===== config.mk =====
export PLATFORM = sky130hd
export DESIGN_NAME = nst_scan_cmp
export DESIGN_NICKNAME = d
export VERILOG_FILES = /design/src/design/nst_pkg.sv /design/src/design/nst_scan_cmp.sv
export SDC_FILE = /design/constraint.sdc
export NUM_CORES = 1
export LEC_CHECK = 0
export BUFFER_PORTS_ARGS = -buffer_cell sky130_fd_sc_hd__buf_4
export CAP_MARGIN = 20
export CORE_AREA = 2 2 126 128
export DETAILED_ROUTE_END_ITERATION = 10
export DIE_AREA = 0 0 128 130
export PLACE_DENSITY_LB_ADDON = 0.12
export SETUP_SLACK_MARGIN = 0.15
export SLEW_MARGIN = 10
export SYNTH_ARGS = -nofsm -noshare
export SYNTH_HDL_FRONTEND = slang
export SYNTH_SLANG_ARGS = --single-unit

===== constraint.sdc =====
create_clock -name vclk -period 12.5
set_input_delay 1.875 -clock vclk [all_inputs]
set_output_delay 1.875 -clock vclk [all_outputs]
set_load 0.05 [all_outputs]

===== src/design/nst_pkg.sv =====
// Package for the NAT session translator: request and result types, codes.
// No dependencies.
`timescale 1ns / 1ps
package nst_pkg;

  localparam logic [1:0] OP_PACKET = 2'd0;
  localparam logic [1:0] OP_TICK   = 2'd1;
  localparam logic [1:0] OP_SWEEP  = 2'd2;
  localparam logic [1:0] OP_NONE   = 2'd3;

  localparam logic [2:0] ST_HIT      = 3'd0;
  localparam logic [2:0] ST_NEW      = 3'd1;
  localparam logic [2:0] ST_NOT_IPV4 = 3'd2;
  localparam logic [2:0] ST_NOT_L4   = 3'd3;
  localparam logic [2:0] ST_NO_SESS  = 3'd4;
  localparam logic [2:0] ST_FULL     = 3'd5;
  localparam logic [2:0] ST_SWEEP    = 3'd6;

  localparam logic [1:0] REG_EXT_ADDR  = 2'd0;
  localparam logic [1:0] REG_PORT_BASE = 2'd1;
  localparam logic [1:0] REG_PORT_CNT  = 2'd2;
  localparam logic [1:0] REG_TIMEOUT   = 2'd3;

  localparam logic [15:0] ETHER_IPV4 = 16'h0800;
  localparam logic [7:0]  PROTO_TCP  = 8'd6;
  localparam logic [7:0]  PROTO_UDP  = 8'd17;

  typedef struct packed {
    logic [1:0]  operation;
    logic        from_inside;
    logic [15:0] frame_type;
    logic [7:0]  protocol;
    logic [31:0] source_address;
    logic [31:0] dest_address;
    logic [15:0] source_port;
    logic [15:0] dest_port;
  } nst_req_t;

  typedef struct packed {
    logic [2:0]  status;
    logic [31:0] new_source_address;
    logic [31:0] new_dest_address;
    logic [15:0] new_source_port;
    logic [15:0] new_dest_port;
    logic [6:0]  removed_count;
  } nst_res_t;

  // Per-entry compare result from the shared scan unit
  typedef struct packed {
    logic key_match;
    logic expired;
  } nst_cmp_t;

endpackage


===== src/design/nst_scan_cmp.sv =====
// Shared compare unit: key match and age check for one table entry.
// Depends on nst_pkg.
`timescale 1ns / 1ps
module nst_scan_cmp (
  input  logic [31:0]    key_sa,
  input  logic [31:0]    key_da,
  input  logic [31:0]    key_pp,
  input  logic [7:0]     key_pr,
  input  logic [31:0]    created,
  input  nst_pkg::nst_req_t req,
  input  logic [31:0]    time_now,
  input  logic [31:0]    timeout,
  output nst_pkg::nst_cmp_t cmp
);
  import nst_pkg::*;
  logic [31:0] age;
  assign age = time_now - created;
  assign cmp.key_match = (key_sa == req.source_address) && (key_da == req.dest_address) &&
                         (key_pp == {req.source_port, req.dest_port}) &&
                         (key_pr == req.protocol);
  assign cmp.expired = age > timeout;
endmodule


-- Word level (Yosys, flattened, before mapping)
Index checks and enable logic that the tools add are counted.
- register bits: 0
- bits of input ports: 323
- output and inout port bits: 2
- word-level logic and storage cells: 9
- add/subtract/negate cells: 1
- $lt $le $gt $ge: 1
- equality and inequality tests: 4
- reduce and logical (&&, ||, !) cells: 3
- operators with widths (operator ; number):
    equality test 32 bit ; 3
    > comparator 32 bit ; 1
    subtractor 32 bit ; 1
    equality test 8 bit ; 1
    logical AND 1 bit ; 3

-- Longest topological paths before layout
Gate-level depths: netlist (run 1).
- depth in word-level cells: 4
- gate-level depth with buffers: 18
- depth with buffers taken out: 18

-- Worst setup path before layout (run 1)
OpenSTA, ideal clock, no wires.
- kind: in2out
- start: in time_now[0]
- end: out cmp[0] (netlist bit)
- arrival time: 5498 ps
- data required time: 10625 ps
- slack: 5127 ps
- cell stages on the path: 18
- buffers on the path: 0
- path through: inv_1 -> ha_1 -> inv_1 -> fa_1 -> a21o_1 -> a221oi_2 -> o2111ai_1 -> a41o_1 -> a21o_1 -> a21oi_2 -> xnor2_1 -> ha_1 -> nor2b_1 -> o21ai_0 -> a211o_1 -> a31oi_1 -> a211oi_1 -> a21oi_1
- RTL lines (element ; line ; source):
    from (decl) ; nst_scan_cmp.sv:11 ; input logic [31:0] time_now,
    to (decl) ; nst_scan_cmp.sv:13 ; output nst_pkg::nst_cmp_t cmp

==> results.sh, run 1 <==
export IMPL_status="finished clean"
export IMPL_grt_pass1_vias=5016
export IMPL_tns_ns=0
export IMPL_post_cts_buffers=0
export IMPL_die_area_um2=16640
export IMPL_synth_compound_area_share_pct=24.90
export IMPL_synthAdderAreaFrac_pct=20.97
export IMPL_synth_cell_types=54
export IMPL_grt_usage_pct=20.07
export IMPL_yosysTopAreaCell="xnor2_1"
export IMPL_drt_iter0_markers=128
export IMPL_synth_area_um2=3854
export IMPL_multiInputGateArea_um2=3563
export IMPL_areaGrowthSynthToFinish_pct=65.32
export IMPL_antenna_cells=0
export IMPL_antenna_left=0
export IMPL_finalHoldViolCount=0
export IMPL_seq_cell_count=0
export IMPL_synth_area_leaders="xnor2_1 (23%), ha_1 (20%), inv_1 (7.0%)"
export IMPL_ir_worst_vdd_v=0.00001575
export IMPL_critPathRequiredTime_ns=10.62
export IMPL_finalNonFillerCells=1026
export IMPL_rsz0062_at_grt="false"
export IMPL_placedCellCount=1026
export IMPL_grt_pass1_wl_mm=26.28
export IMPL_die_h_um=130
export IMPL_synth_simple_area_share_pct=17.95
export IMPL_core_area_um2=15420
export IMPL_viasPerCell=4.765
export IMPL_drive_gt1_share_pct=37.89
export IMPL_drc=0
export IMPL_yosys_mux_area_fraction_pct=0
export IMPL_grt_max_degree=10
export IMPL_period_share_pct=59.57
export IMPL_nets=1223
export IMPL_fmax_mhz=134.3
export IMPL_cts_hold_buffers=0
export IMPL_synth_top_area_share_pct=23.41
export IMPL_postSynthAreaPerCell_um2=7.230
export IMPL_min_period_ns=7.446
export IMPL_finalWirelength_mm=17.67
export IMPL_vias=4889
export IMPL_syn_inst=533
export IMPL_whs_path_depth=5
export IMPL_yosysMostFrequentCell="xnor2_1"
export IMPL_hpwl_mm=16.66
export IMPL_detail_route_wl_per_cell_um=17.23
export IMPL_routabilityCongestion=0.8967
export IMPL_p_total_mw=0.2830
export IMPL_synth_nets=920
export IMPL_path_class="input pin to output port"
export IMPL_portBuffers=306
export IMPL_start_kind="input pin"
export IMPL_p_leak_nw=3.290
export IMPL_power_per_cell_area_nw_per_um2=44.42
export IMPL_synth_top_family_by_area="XOR/XNOR gates"
export IMPL_post_cts_resized=0
export IMPL_firstDrtPassIters=4
export IMPL_cp_arrival_ns=5.57
export IMPL_overflow=0
export IMPL_hp_class="input pin to output port"
export IMPL_relSlewSlack_pct=64.25
export IMPL_synth_xor_area_share_pct=28.64
export IMPL_setup_viol=0
export IMPL_clockBufferCount=0
export IMPL_max_cap_viol_count=0
export IMPL_fill_cells=1671
export IMPL_cp_max_fo=4
export IMPL_worstMarginPinSlew_ns=0.5306
export IMPL_antenna_found_initial=0
export IMPL_rows=46
export IMPL_start_util_pct=24.98
export IMPL_synth_warnings=0
export IMPL_final_area_um2=6371
export IMPL_drv_slew=0
export IMPL_holdWs_ns=4.244
export IMPL_io_pins=325
export IMPL_die_w_um=128
export IMPL_yosysSeqAreaShare_pct=0
export IMPL_postPlaceCellArea_um2=6371
export IMPL_yosys_top_cells_count="xnor2_1 (103), inv_1 (72), ha_1 (63)"
export IMPL_critPathCaptureType="output port"
export IMPL_seq_area_um2=0
==> through the flow <==
stage               utilization (%)  setup WS [ns]
floorplan                         -          5.127
global placement              41.30          4.990
detailed placement            41.30          5.035
CTS                           41.30          5.021
global route                  41.30          4.752
finish                        41.30          5.054
==> worst max-delay path: stages <==
cell,delay [ns]
buf_4,0.11
inv_1,0.04
ha_1,0.15
inv_1,0.05
fa_1,0.39
a21o_1,0.22
a221oi_2,0.41
o2111ai_1,0.19
a41o_1,0.32
a21o_1,0.20
a21oi_2,0.14
xnor2_1,0.09
ha_1,0.30
nor2b_1,0.12
o21ai_0,0.08
a211o_1,0.26
a31oi_1,0.21
a211oi_1,0.06
a21oi_1,0.13
buf_4,0.21
==> metal layers <==
layer  wire, µm  part of all wire, %  up-vias  track usage (%)
met5          0                    0        -                0
met4        170                 0.96        0            1.616
met3       1563                  8.8        8            6.027
met2       9338                   53      171            40.33
met1       6601                   37     2213            21.37
li1           -                    -     2497                -
==> power breakdown <==
| group | switching, mW | internal (mW) |
|---|---|---|
| Sequential | 0 | 0 |
| Clock | 0 | 0 |
| Combinational | 0.128 | 0.155 |
==> layout make-up <==
| class | count | share of cell area, % |
|---|---|---|
| tap | 192 | 3.771 |
| inverter | 72 | 4.242 |
| timing repair buffer | 306 | 36.06 |
| multi-input combinational | 456 | 55.93 |
==> worst paths after layout <==
check / start / to / slack (ns)
min: key_da[25] / cmp[1] / 4.24
max: time_now[0] / cmp[0] / 5.05
==> placed cells by master (no fill, tap or decap), types with 7 or more instances in the layout <==
cell type / n
nor3_1: 9
nand3_1: 12
buf_4: 306
xnor2_1: 103
o21ai_0: 16
xor2_1: 23
nand4_1: 32
a21oi_1: 38
nor4_1: 10
ha_1: 63
inv_1: 72
nand2b_1: 7
nor2_1: 18
nand2_1: 21
a21o_1: 34
==> cell families (layout without fill, tap and decap cells) <==
kind of cell	after synthesis	after routing
xor gates and xnor gates	126	126
and+or+nand+nor	129	129
adders and majority gates	64	64
AOI/OAI and AO/OA	137	137
buffers and inverters	77	378
Power figures use the tool's default switching activity.
==> inputs of run 2 (changes only) <==
- ABC_AREA: default -> 1
- CORE_AREA: 2 2 126 128 -> 2 2 127 129
- DIE_AREA: 0 0 128 130 -> 0 0 129 131
- clock period: 12.5 -> 6 ns (I/O delays scaled with it)
==> run 2 against run 1 <==
Global-route usage down 1.2 points. Non-clock buffer count unchanged. Combinational power up 110%. Setup slack worse by 4.1 ns. Area after synthesis up 26%. Sequential cell count unchanged. First-iteration DRC count up 37%. Critical endpoint unchanged.
==> results.sh, run 2 <==
export IMPL_synth_nets=1363
export IMPL_relSlewSlack_pct=78.31
export IMPL_clockBufferCount=0
export IMPL_critPathRequiredTime_ns=5.10
export IMPL_layout_commonest_cell="nand2_1"
export IMPL_grt_usage_pct=18.85
export IMPL_antenna_cells=0
export IMPL_firstDrtPassIters=5
export IMPL_min_delay_start="req[75]"
export IMPL_yosysTopAreaCell="nand2_1"
export IMPL_synth_cell_types=25
export IMPL_post_cts_resized=0
export IMPL_yosys_top_cells_count="nand2_1 (356), inv_1 (238), nor2_1 (102)"
export IMPL_period_share_pct=84.84
export IMPL_drt_iter0_markers=175
export IMPL_min_period_ns=5.090
export IMPL_setup_viol=0
export IMPL_path_class="input pin to output port"
export IMPL_synth_area_leaders="nand2_1 (28%), inv_1 (18%), ha_1 (16%)"
export IMPL_critPathTopFamily="simple AND/OR/NAND/NOR gates"
export IMPL_timing_critical_path_from="time_now[0]"
export IMPL_ir_worst_vdd_v=0.00004042
export IMPL_viasPerCell=4.176
export IMPL_max_stage_delay_ns=0.44
export IMPL_cp_common_cell="nand2_1"
export IMPL_synth_top_area_share_pct=27.53
export IMPL_rows=46
export IMPL_rsz0062_at_grt="false"
export IMPL_syn_inst=976
export IMPL_finalHoldViolCount=0
export IMPL_areaGrowthSynthToFinish_pct=52.90
export IMPL_portBuffers=306
export IMPL_seq_cell_count=0
export IMPL_seq_area_um2=0
export IMPL_grt_pass1_wl_mm=25.60
export IMPL_p_leak_nw=4.743
export IMPL_final_cell_mix="nand2_1 (356), buf_4 (306), inv_1 (238)"
export IMPL_hpwl_mm=16.60
export IMPL_antenna_left=0
export IMPL_core_area_um2=15600
export IMPL_start_kind="input pin"
export IMPL_die_w_um=129
export IMPL_yosysSeqAreaShare_pct=0
export IMPL_grt_pass1_vias=5458
export IMPL_routabilityCongestion=0.9048
export IMPL_postSynthAreaPerCell_um2=4.973
export IMPL_cp_arrival_ns=4.19
export IMPL_path_buf_inv=4
export IMPL_grt_max_degree=7
export IMPL_antenna_found_initial=0
export IMPL_critPathCaptureType="output port"
export IMPL_io_pins=325
export IMPL_crit_chain="buf_4 -> inv_1 -> ha_1 -> inv_1 -> fa_1 -> nand3_1 -> nand3_1 -> nand3_1 -> nand3b_1 -> nand2_1 -> nand2_1 -> nand2_1 -> nand2_1 -> ha_1 -> nand2_1 -> nor2_1 -> nand4_1 -> nor2_1 -> nand2_1 -> a21oi_1 -> buf_4"
export IMPL_hp_class="input pin to output port"
export IMPL_start_util_pct=31.12
export IMPL_max_cap_viol_count=0
export IMPL_worstMarginPinSlew_ns=0.3254
export IMPL_synth_area_um2=4853
export IMPL_cts_hold_buffers=0
export IMPL_detail_route_wl_per_cell_um=11.72
export IMPL_crit_slowest_cell="fa_1"
export IMPL_fmax_mhz=196.4
export IMPL_cp_max_fo=3
export IMPL_drive_gt1_share_pct=25.74
export IMPL_status="finished clean"
export IMPL_die_area_um2=16900
export IMPL_post_cts_buffers=0
export IMPL_finalWirelength_mm=17.55
export IMPL_drc=0
export IMPL_die_h_um=131
export IMPL_p_total_mw=0.6045
export IMPL_drv_slew=0
export IMPL_tns_ns=0
export IMPL_overflow=0
export IMPL_yosysMostFrequentCell="nand2_1"
export IMPL_nets=1671
export IMPL_power_per_cell_area_nw_per_um2=81.46
export IMPL_vias=6256
export IMPL_synth_warnings=0
==> run 2: cell count changes in the layout (fill, tap and decap cells not counted), sizes merged, moves of 5 or more <==
cell	change
a211oi	-7
a21o	-31
a21oi	-5
and2	-6
inv	+168
nand2	+350
nand2b	-7
nand3	+22
nand4	-24
nor2	+87
nor3	-5
nor4	-10
o21ai	+12
xnor2	-52
==> run 2: report_power, final <==
part,leakage [nW],internal (mW),total (mW),switching (mW)
clock network,0,0,0,0
registers,0,0,0,0
logic,4.74,0.299,0.604,0.305
==> run 2: routing by layer <==
layer / track usage (%) / vias up / routed length (µm)
met5: 0 / - / 0
met4: 1.407 / 0 / 127
met1: 26.13 / 2558 / 8118
met3: 2.321 / 10 / 1110
met2: 32.68 / 183 / 8197
li1: - / 3505 / -
==> run 2: cell families (layout without fill, tap and decap cells) <==
family,Yosys count,in the layout,share of synthesized area [%]
xor+xnor,73,73,13.17
simple gates,529,529,44.08
buf+inv,240,546,18.56
fa+ha+maj,64,64,16.65
compound gates,70,70,7.527
==> run 2: path summary, 6_finish.rpt <==
check | to | slack [ns] | depth (start not counted)
min | cmp[1] | 2.40 | 9
max | cmp[0] | 0.91 | 21
==> run 2: final cells by class <==
type / count / area (µm²)
inverter: 240 / 900.9
multi-input combinational: 736 / 3953
tap: 216 / 270.3
fill: 1735 / 8177
timing repair buffer: 306 / 2297
==> run 2: through the flow <==
stage	instance area [µm²]	instances	hold slack, ns	utilization (%)	setup slack [ns]
2_1_floorplan	4853	976	2.223	-	1.489
3_3_place_gp	7421	1498	2.396	47.58	1.005
3_5_place_dp	7421	1498	2.402	47.58	0.9698
4_1_cts	7421	1498	2.402	47.58	0.9570
5_1_grt	7421	1498	2.501	47.58	0.7137
6_report	7421	1498	2.395	47.58	0.9095
